### config.mk
export PLATFORM = sky130hd
export DESIGN_NAME = cbeb_merge
export DESIGN_NICKNAME = d
export VERILOG_FILES = /design/src/cbeb_pkg.sv /design/src/cbeb_merge.sv
export SDC_FILE = /design/constraint.sdc
export NUM_CORES = 1
export LEC_CHECK = 0
export ABC_AREA = 1
export BUFFER_PORTS_ARGS = -buffer_cell sky130_fd_sc_hd__buf_4
export CAP_MARGIN = 20
export CORE_MARGIN = 2
export CORE_UTILIZATION = 45
export DETAILED_ROUTE_END_ITERATION = 8
export PLACE_DENSITY = 0.72
export SYNTH_ARGS = -nofsm -noshare
export SYNTH_HDL_FRONTEND = slang
export SYNTH_SLANG_ARGS = --single-unit
### constraint.sdc
create_clock -name vclk -period 8.9
set_clock_uncertainty 0.15 [all_clocks]
set_input_delay 1.335 -clock vclk [all_inputs]
set_output_delay 1.335 -clock vclk [all_outputs]
set_load 0.02 [all_outputs]
### src/cbeb_pkg.sv
`timescale 1ns / 1ps
package cbeb_pkg;
	localparam logic ACT_LOAD    = 1'b0;
	localparam logic ACT_COMPUTE = 1'b1;
	localparam int   NUM_AXES    = 2;
endpackage

### src/cbeb_merge.sv
`timescale 1ns / 1ps
// Merge the two lanes: sort four roots with a small network.
module cbeb_merge #(
	parameter int TF = 16
) (
	input  logic [TF:0] x0,
	input  logic [TF:0] x1,
	input  logic [TF:0] y0,
	input  logic [TF:0] y1,
	output logic [TF:0] r0,
	output logic [TF:0] r1,
	output logic [TF:0] r2,
	output logic [TF:0] r3
);
	import cbeb_pkg::*;

	logic [TF:0] a0, a1, b0, b1, m1, m2;

	// Order each pair, then merge
	assign a0 = (x0 < x1) ? x0 : x1;
	assign a1 = (x0 < x1) ? x1 : x0;
	assign b0 = (y0 < y1) ? y0 : y1;
	assign b1 = (y0 < y1) ? y1 : y0;
	assign r0 = (a0 < b0) ? a0 : b0;
	assign m1 = (a0 < b0) ? b0 : a0;
	assign r3 = (a1 < b1) ? b1 : a1;
	assign m2 = (a1 < b1) ? a1 : b1;
	assign r1 = (m1 < m2) ? m1 : m2;
	assign r2 = (m1 < m2) ? m2 : m1;
endmodule

# After elaboration in Yosys (flattened, before gate mapping)
# Index checks and enable logic that the tools add are counted.
dict set report totals {
  out_inout_bits 68
  inputBits 68
  wordCells 15
  regBits 0
}
dict set report classes {
  order_cmp 5
  muxes 10
}
# op count
set op_table {}
lappend op_table {{$mux W17} 10}
lappend op_table {{$lt A17 B17 Y1} 5}

# Logic depth before layout (Yosys ltp)
dict set report logic_depth {
  ltp_word 6
  mapped_depth 40
  ltp_nobuf 35
}

# Least setup slack after synthesis
# No wires, ideal clock.
dict set report synth_path {
  path_type {input to output}
  start {in y1[16]}
  end {out r2[14]}
  path_buffers 4
  arrival_ps 6348
  slack_ps 1067
  required_time_ps 7415
  stages 33
  cell_sequence {inv_1 ha_1 nand2_1 nor2_1 nand2_1 inv_1 nand2_1 nand2_4 clkbuf_1 clkbuf_1 nor2_1 a21oi_1 ha_1 a21oi_1 nor2_1 a211oi_1 o221a_2 a21boi_4 buf_4 nand2_1 o21ai_0 inv_1 ha_1 a21oi_1 o21ai_0 nand3_1 nand2_1 nand2_1 a21oi_1 a211oi_2 dlygate4sd1_1 nand3_1 nand2_1}
}
dict set report synth_via {
  elab_chain_len 6
  word_cells_on_any_way 9
  classes_between {4 x order compare; 5 x mux}
}
# item line
set synth_lines {}
lappend synth_lines {{from (decl)} cbeb_merge.sv:9} ;# input logic [TF:0] y1,
lappend synth_lines {{$lt A17 B17 Y1} {cbeb_merge.sv:22, cbeb_merge.sv:23}}
lappend synth_lines {{$mux W17 (on tied branches)} {cbeb_merge.sv:22, cbeb_merge.sv:23}}
lappend synth_lines {{$lt A17 B17 Y1 (on tied branches)} {cbeb_merge.sv:25, cbeb_merge.sv:27}}
lappend synth_lines {{$mux W17 (on tied branches)} {cbeb_merge.sv:25, cbeb_merge.sv:27}}
lappend synth_lines {{$lt A17 B17 Y1} cbeb_merge.sv:29} ;# assign r2 = (m1 < m2) ? m2 : m1;
lappend synth_lines {{$mux W17 (*)} cbeb_merge.sv:29}
lappend synth_lines {{to (decl)} cbeb_merge.sv:12} ;# output logic [TF:0] r2,
# Every way passes the cells marked *; elsewhere a longest branch is shown, timed or not.

# Final worst setup path
dict set report layout_path {
  start {in y1[16]}
  end {out r1[8]}
}
dict set report layout_via {
  elab_chain_len 6
  word_cells_on_any_way 9
  classes_between {4 x order compare; 5 x mux}
}
# item line
set layout_lines {}
lappend layout_lines {{$lt A17 B17 Y1} {cbeb_merge.sv:22, cbeb_merge.sv:23}}
lappend layout_lines {{$mux W17 (on tied branches)} {cbeb_merge.sv:22, cbeb_merge.sv:23}}
lappend layout_lines {{$lt A17 B17 Y1 (on tied branches)} {cbeb_merge.sv:25, cbeb_merge.sv:27}}
lappend layout_lines {{$mux W17 (on tied branches)} {cbeb_merge.sv:25, cbeb_merge.sv:27}}
lappend layout_lines {{$lt A17 B17 Y1} cbeb_merge.sv:28} ;# assign r1 = (m1 < m2) ? m1 : m2;
lappend layout_lines {{$mux W17 (*)} cbeb_merge.sv:28}
lappend layout_lines {{to (decl)} cbeb_merge.sv:11} ;# output logic [TF:0] r1,
# Marked as above.

==> flow_summary.yaml <==
sta:
  setup_viol: 0
  period_share_pct: 95.34
  finalHoldViolations: 0
  whs_ps: 3022
  rsz0062_at_grt: "no"
  slew_headroom_pct: 52.03
  fmax_mhz: 117.8
  setup-tns-final_ps: 0
  setup_ws_ps: 414.5
  tightest_slew_ps: 712.0
  slew_violations: 0
  min_period_ps: 8485
global_routing:
  grt_pass1_wl_um: 21810
  grtUsageTotal_pct: 26.92
  antenna_found_initial: 0
  grt_pass1_vias: 4523
  grt_overflow: 0
  grt_max_degree: 66
cells_and_area:
  final_cells: 975
  drive_above_1_share_pct: 23.26
  seq_area_um2: 0
  seq_cell_count: 0
  design_area_um2: 5214
  nClkBuffers: 0
  antenna_cells: 0
  fin_nets: 1011
  area_delta_synth_final_pct: 24.84
route:
  drt-initial-drc-count: 319
  antenna_left: 0
  dr_total_vias: 5166
  post-route-drc-count: 0
  avgRoutedWirePerCell_um: 14.52
  viasPerCell: 5.298
  first_pass_iters: 5
  wirelength_um: 14150
setup_path:
  arrival_ps: 7000
  start_kind: "input pin"
  crit_type: "input pin to primary output"
  crit_fanout: 53
  worstSetupEndpointType: "primary output"
  worst_ep_required_time_ps: 7410
  crit_slowest_cell: "o21ai_0"
  cp_slowest_stage_delay_ps: 480
  crit_top_cell: "nand2_1"
floorplan:
  core_area_um2: 9109
  start_util_pct: 45.85
  rows: 35
  dieArea_um2: 10070
  ios: 136
  die_x_um: 100.3
  die_y_um: 100.3
pwr:
  power_frac_comb_pct: 100.0
  peakVddDrop_v: 0.0001877
  power.density_nw_per_um2: 280.4
  switchingPower_w: 0.0009141
  clockPowerShare_pct: 0
  p_int_w: 0.0005479
  p_sw_share_pct: 62.52
  seq_power_share_pct: 0
  p_leak_nw: 2.928
yosys:
  ys_seq_area_share_pct: 0
  avgSynthCellArea_um2: 5.569
  netlist_area_um2: 4177
  netlist_instances: 750
  synth_cell_type_count: 33
  ys_warn_count: 0
  synth_nets: 895
place:
  place_ws_ps: 308.3
  post_dp_cell_area_um2: 5157
  placedCellCount: 972
  dp_hpwl_um: 12110
  portBuffers: 136
  routabilityCongestion: 0.9631
outcome:
  status: "completed"
clock_tree:
  hold_buffers: 0
min_path:
  worstHoldPathType: "input pin to primary output"
job:
  maxCapViolCount: 0
-- kinds of logic after synthesis --
group / after synthesis / share of synthesized area [%]
AO/OA/AOI/OAI: 173 / 23.67
adder cells (fa/ha/maj): 77 / 23.07
buffers and inverters: 114 / 13.36
AND/OR/NAND/NOR: 386 / 39.90
-- timing repair --
action / in CTS / in global routing
setup buffers: 0 / 2
setup endpoints to repair: 0 / 34
endpoints found under the hold margin: 0 / 0
gates resized for setup: 0 / 9
-- synth_stat cells, types with 4 or more instances --
cell,n,share of area (%)
buf_4,6,1.1
nor2_1,64,5.8
nand2_1,234,21
clkbuf_1,11,0.99
a211oi_1,4,0.72
nand2_4,5,1.3
o21ai_0,61,7.3
a21o_1,4,0.72
a21oi_1,73,8.7
nand3_1,48,5.8
inv_1,76,6.8
buf_2,5,0.60
nor3_1,4,0.48
ha_1,77,23
o21ai_1,8,0.96
o21ai_2,12,2.5
buf_6,7,1.9
o21a_1,5,0.90
nand2_2,20,3.0
-- power groups by stage --
stage / registers (W) / logic (W) / clock network [W]
2_1_floorplan: 0 / 0.000979 / 0
3_3_place_gp: 0 / 0.00143 / 0
3_5_place_dp: 0 / 0.00144 / 0
4_1_cts: 0 / 0.00145 / 0
5_1_grt: 0 / 0.00161 / 0
6_report: 0 / 0.00146 / 0
-- per-layer routing --
layer | track usage (%) | vias up | wire [um]
li1 | - | 2701 | -
met1 | 38.96 | 2268 | 6733
met2 | 44.66 | 183 | 6340
met3 | 1.253 | 14 | 803
met4 | 4.742 | 0 | 276
met5 | 0 | - | 0
-- area by class of cell --
class	count	area, um2
fill	957	3895
multi-input combinational	637	3667
tap	111	138.9
inverter	79	296.5
timing repair buffer	148	1111
-- cells in the final DEF, fill, tap and decap left out, drive strengths merged, types with 3 or more instances in the layout --
master / count
inv: 79
a21oi: 73
nor3: 4
nand3: 48
o21ai: 81
o21a: 5
nor2: 69
a21o: 4
buf: 148
a211oi: 5
nand2: 262
ha: 77
nand4: 3
-- final timing paths --
check	start	to	slack, ps	cells past startpoint
worst max-delay path	y1[16]	r1[8]	410	29
worst min-delay path	x0[2]	r3[2]	3020	6
-- worst max-delay path: cells and delay by family --
family                     cells  cell delay (ps)
and+or+nand+nor               18             3260
adders and majority gates      3              850
buffers and inverters          5              610
AOI/OAI and AO/OA              3              920
-- stage by stage --
step / total power (W) / util (%)
2_1_floorplan: 0.0009793 / -
3_3_place_gp: 0.001426 / 56.62
3_5_place_dp: 0.001443 / 56.62
4_1_cts: 0.001448 / 56.62
5_1_grt: 0.001605 / 57.24
6_report: 0.001462 / 57.24
No activity file was read; power rests on OpenSTA's default activity.
